--- config.mk ---
export PLATFORM = sky130hd
export DESIGN_NAME = wdf_ctrl
export DESIGN_NICKNAME = d
export VERILOG_FILES = /design/src/waveform_duplicate_filter_top_defines.svh /design/src/wdf_pkg.sv /design/src/wdf_ctrl.sv
export SDC_FILE = /design/constraint.sdc
export NUM_CORES = 1
export LEC_CHECK = 0
export BUFFER_PORTS_ARGS = -buffer_cell sky130_fd_sc_hd__buf_4
export CORE_AREA = 3 3 40 42
export DETAILED_ROUTE_END_ITERATION = 7
export DIE_AREA = 0 0 43 45
export GPL_ROUTABILITY_DRIVEN = 0
export GPL_TIMING_DRIVEN = 1
export MAX_ROUTING_LAYER = met4
export PLACE_DENSITY = 0.36
export SLEW_MARGIN = 30
export SYNTH_ARGS = -nofsm -noshare
export SYNTH_HDL_FRONTEND = slang
export SYNTH_SLANG_ARGS = --single-unit
--- constraint.sdc ---
create_clock -name clock -period 0.8 [get_ports clock]
set_clock_uncertainty 0.05 [all_clocks]
set_input_delay 0.08 -clock clock [delete_from_list [all_inputs] [get_ports clock]]
set_output_delay 0.08 -clock clock [all_outputs]
set_load 0.05 [all_outputs]
--- src/waveform_duplicate_filter_top_defines.svh ---
// Assertion macros for the waveform duplicate filter.
// Clocked on clock and disabled during reset; no other dependencies.
`ifndef WAVEFORM_DUPLICATE_FILTER_TOP_DEFINES_SVH
`define WAVEFORM_DUPLICATE_FILTER_TOP_DEFINES_SVH

// Same-cycle implication.
`define WDF_ASSERT_NOW(label, pre, post) \
   label: assert property (@(posedge clock) disable iff (reset) (pre) |-> (post)) \
      else $error("waveform duplicate filter check failed");

// Next-cycle implication.
`define WDF_ASSERT_NEXT(label, pre, post) \
   label: assert property (@(posedge clock) disable iff (reset) (pre) |=> (post)) \
      else $error("waveform duplicate filter check failed");

`endif

--- src/wdf_pkg.sv ---
// Shared types, constants and helpers for the waveform duplicate filter.
// No dependencies.
package wdf_pkg;

   localparam int TABLE_DEPTH = 1024;
   localparam int ADDR_BITS   = $clog2(TABLE_DEPTH);
   localparam int COUNT_BITS  = ADDR_BITS + 1;
   localparam int SAMPLE_BITS = 16;
   localparam int SAMPLE_W    = 16;
   localparam int ENTRY_W     = 16;
   localparam int HASH_W      = 32;
   localparam int DUP_W       = 16;

   localparam logic [HASH_W-1:0] HASH_MULT = 32'd16777619;
   localparam logic [HASH_W-1:0] FNV_BASIS = 32'd2166136261;
   localparam logic [DUP_W-1:0]  DUP_MAX   = {DUP_W{1'b1}};

   typedef struct packed {
      logic signed [SAMPLE_W-1:0] sample;
      logic [ENTRY_W-1:0]         entry_index;
      logic                       last_sample;
   } req_item_type;

   typedef struct packed {
      logic [ENTRY_W-1:0] entry_id;
      logic [HASH_W-1:0]  hash_value;
      logic               is_duplicate;
      logic [DUP_W-1:0]   duplicate_total;
      logic               table_full;
   } rsp_item_type;

   typedef enum logic [1:0] {
      ST_IDLE,
      ST_SEARCH,
      ST_FINISH
   } state_type;

   typedef struct packed {
      logic accept;        // fold the accepted sample into the hash
      logic search_clear;  // restart the table scan
      logic search_run;    // advance the table scan
      logic commit;        // update table and counter, load result register
   } cmd_type;

   typedef struct packed {
      logic search_done;
   } status_type;

   // Sign-extend the low SAMPLE_BITS bits of a sample to hash width.
   function automatic logic [HASH_W-1:0] widen_sample(logic [SAMPLE_W-1:0] raw);
      logic [SAMPLE_BITS-1:0] v;
      v = raw[SAMPLE_BITS-1:0];
      return {{(HASH_W-SAMPLE_BITS){v[SAMPLE_BITS-1]}}, v};
   endfunction

endpackage

--- src/wdf_ctrl.sv ---
// Controller state machine of the waveform duplicate filter.
// Depends on wdf_pkg.
module wdf_ctrl (
   input  logic                clock,
   input  logic                reset,
   input  logic                req_valid,
   input  logic                req_last,
   output logic                req_ready,
   input  logic                rsp_ready,
   output logic                rsp_valid,
   input  wdf_pkg::status_type status,
   output wdf_pkg::cmd_type    cmd
);

   wdf_pkg::state_type state_ff, state_in;
   logic               rsp_valid_ff, rsp_valid_in;

   always_ff @(posedge clock) begin
      if (reset) begin
         state_ff     <= wdf_pkg::ST_IDLE;
         rsp_valid_ff <= 1'b0;
      end else begin
         state_ff     <= state_in;
         rsp_valid_ff <= rsp_valid_in;
      end
   end

   always_comb begin
      state_in  = state_ff;
      req_ready = 1'b0;
      cmd       = '0;
      case (state_ff)
         wdf_pkg::ST_IDLE: begin
            req_ready = 1'b1;
            if (req_valid) begin
               cmd.accept = 1'b1;
               if (req_last) begin
                  cmd.search_clear = 1'b1;
                  state_in         = wdf_pkg::ST_SEARCH;
               end
            end
         end
         wdf_pkg::ST_SEARCH: begin
            cmd.search_run = 1'b1;
            if (status.search_done) begin
               state_in = wdf_pkg::ST_FINISH;
            end
         end
         wdf_pkg::ST_FINISH: begin
            // hold until the result register is free
            if (!rsp_valid_ff || rsp_ready) begin
               cmd.commit = 1'b1;
               state_in   = wdf_pkg::ST_IDLE;
            end
         end
         default: begin
            state_in = wdf_pkg::ST_IDLE;
         end
      endcase
   end

   always_comb begin
      if (cmd.commit) begin
         rsp_valid_in = 1'b1;
      end else if (rsp_ready) begin
         rsp_valid_in = 1'b0;
      end else begin
         rsp_valid_in = rsp_valid_ff;
      end
   end

   assign rsp_valid = rsp_valid_ff;

endmodule

==> out/metrics.csv <==
metric;value;unit
status;finished with violations;
violated checks;setup timing;
ANT cells;0;
Critical Path Start;state_ff[0];
number of synthesized register bits;3;
highest clock rate;859;MHz
synthesized cell area;164;um^2
worst-path maximum fanout;5;
LEAKAGE;0.000205;uW
leading area contributor after synthesis;dfxtp_1;
ANT nets after route;0;
initial drt markers;0;
Die Ht;45;um
Total Wirelength;555;um
sequential area share after synthesis;36.6;%
MaxCap Viol Count;0;
first-pass GRT wire length;883;um
core area;0.00128;mm^2
synth-to-layout area growth;184;%
CTS tree;built;
die area;0.00194;mm^2
remaining global-route overflow;0;
VDD IR max;0.753;mV
Syn Inst Count;18;
delay-heaviest family, CP;flip-flops;
Reg-to-Reg End;state_ff[1];
largest net degree at the start of global routing;6;
routed via count;213;
top post-synthesis cells by count;dfxtp_1 (3), nand2b_1 (3), a21oi_1 (2), nand3b_1 (2), nor2b_1 (2);
syn_area_per_cell;9.11;um^2
Placed Cells;47;
# H-tree levels;1;
Max Root-Sink Buffers;2;
I/O pin count;12;
Post-synth EDFFs;0;
hpwl dp;364;um
Hold WC Path Type;in -> reg;
CTS root buf;clkbuf_4;
max-slew violations;0;
Clock transition at path regs;40;ps
DR vias/cell;3.87;
layout cell share with drive strength beyond 1;85.0;%
Yosys top cell area share;36.6;%
fin nets;47;
YS warnings;0;
startpoint types;flop;
minimum clock period;1160;ps
Arrival @ worst endpoint;1030;ps
TritonCTS buffer count;3;
drt wl/cell;10.1;um
setup ws final;-365;ps
asr flop ratio synth;0;%
Synthesized Nets;24;
IO Port Bufs;11;
Slew @ Worst Pin;135;ps
TritonCTS Sinks;3;
PD cells;1370;mW/mm^2
slowest stage delay, CP;350;ps
Area contributors post-synth;dfxtp_1 (37%), nand2b_1 (11%), nand3b_1 (9.2%), a211oi_2 (7.6%), nor2b_1 (7.6%);
Cell Chain, Critical Path;nor2_4 > and3_4 > buf_8;
Slowest cell on crit path;dfxtp_4;
Slew HR;91.0;%
R2R depth;3;
FP Rows;13;
# DRC;0;
DIE WIDTH;43;um
Worst Path Class, Setup;reg -> out;
Setup-failing EPs final;9;
CP endpoint;cmd[2];
R2R setup slack;-90;ps
Crit Reg-Reg Startpoint;state_ff[0];
initial antenna violation count;0;
Stages on worst setup path;3;
ys flop type;dfxtp_1;
Final Cycle Share;146;%
Cell variety after synth;11;
RSZ-0062 raised after global routing;yes;
Worst Path Required;670;ps
later-pin clock latency in the skew report;240;ps
vias in the first global route;206;
drt pass-1 iters;1;
final-report hold violation count;0;
Worst setup EP type;output port;
initial core utilization;12.8;%
GRT Util Overall;7.02;%
overall power after layout;637;uW
Bufs and invs on worst path;1;
Final Non-Filler Cells;55;
==> worst register-to-register path, stage by stage, from the launching register on <==
cell,delay [ps]
dfxtp_4,350
buf_6,120
nand4bb_1,160
a21oi_1,140
==> cells in the final DEF (no fill, tap or decap) <==
master / count
a211oi_2: 1
a21oi_1: 1
a21oi_2: 1
and2_4: 1
and3_4: 1
buf_4: 8
buf_6: 5
buf_8: 5
clkbuf_1: 1
clkbuf_4: 3
dfxtp_4: 3
dlygate4sd3_1: 1
nand2b_4: 3
nand3b_1: 2
nand4bb_1: 1
nor2_4: 1
nor2b_2: 1
nor2b_4: 1
==> cell families (layout without fill, tap and decap cells) <==
family          after synthesis  in the layout  synth area share, %
simple gates                 11             11                 45.0
buf+inv                       1             23                 4.58
flops                         3              3                 36.6
compound gates                3              3                 13.7
==> metrics by stage <==
stage | cell area (um^2) | worst slack [ps] | hold slack [ps] | TNS [ps] | util [%]
after floorplan | 188 | -311 | 87.3 | -918 | -
after global placement | 312 | -158 | 210 | -733 | 24.2
after detailed placement | 312 | -163 | 209 | -746 | 24.2
after CTS | 438 | -387 | 59.4 | -2110 | 34.1
after global routing | 465 | -405 | 60.3 | -2340 | 36.2
final | 465 | -365 | 61.1 | -2040 | 36.2
==> registers in the layout, summed over array words and instances, names as in the netlist <==
name       cells
rsp_valid      1
state_ff       2
==> how the worst min path moves through the flow <==
| stage | from | endpoint | slack [ps] | cells past startpoint |
|---|---|---|---|---|
| 3_5_place_dp | reset | state_ff[0] | 210 | 2 |
| 3_3_place_gp | reset | state_ff[0] | 210 | 2 |
| 5_1_grt | status | state_ff[1] | 60 | 3 |
| 6_report | status | state_ff[1] | 60 | 3 |
| 4_1_cts | status | state_ff[1] | 60 | 3 |
| 2_1_floorplan | reset | state_ff[0] | 90 | 1 |
==> power by group <==
| group | total [uW] | switching [uW] | internal, uW |
|---|---|---|---|
| Clock | 280 | 92.5 | 188 |
| Combinational | 199 | 93.2 | 106 |
| Sequential | 157 | 8.36 | 149 |
| Total | 637 | 194 | 443 |
==> layout make-up <==
class	instances	area, um^2
fill	134	820
timing repair buffer	19	201
multi-input combinational	14	148
sequential	3	71.3
clock buffer	4	26.3
tap	15	18.8
==> timing repair <==
action | CTS | global route
hold endpoints to repair | 3 | 0
buffers inserted | 2 | 2
endpoints found under the setup margin | 9 | 9
hold buffers | 1 | 0
resized for setup | 19 | 5
pin swaps | 4 | 4
==> routing by layer <==
metal  vias up  global-route usage [%]  wire length [um]
met4         0                    3.61                 0
met1        89                    7.19               239
met3         0                    7.57                89
met5         -                       -                 0
met2        16                    8.08               225
li1        108                       -                 -
Power figures use the tool's default switching activity.
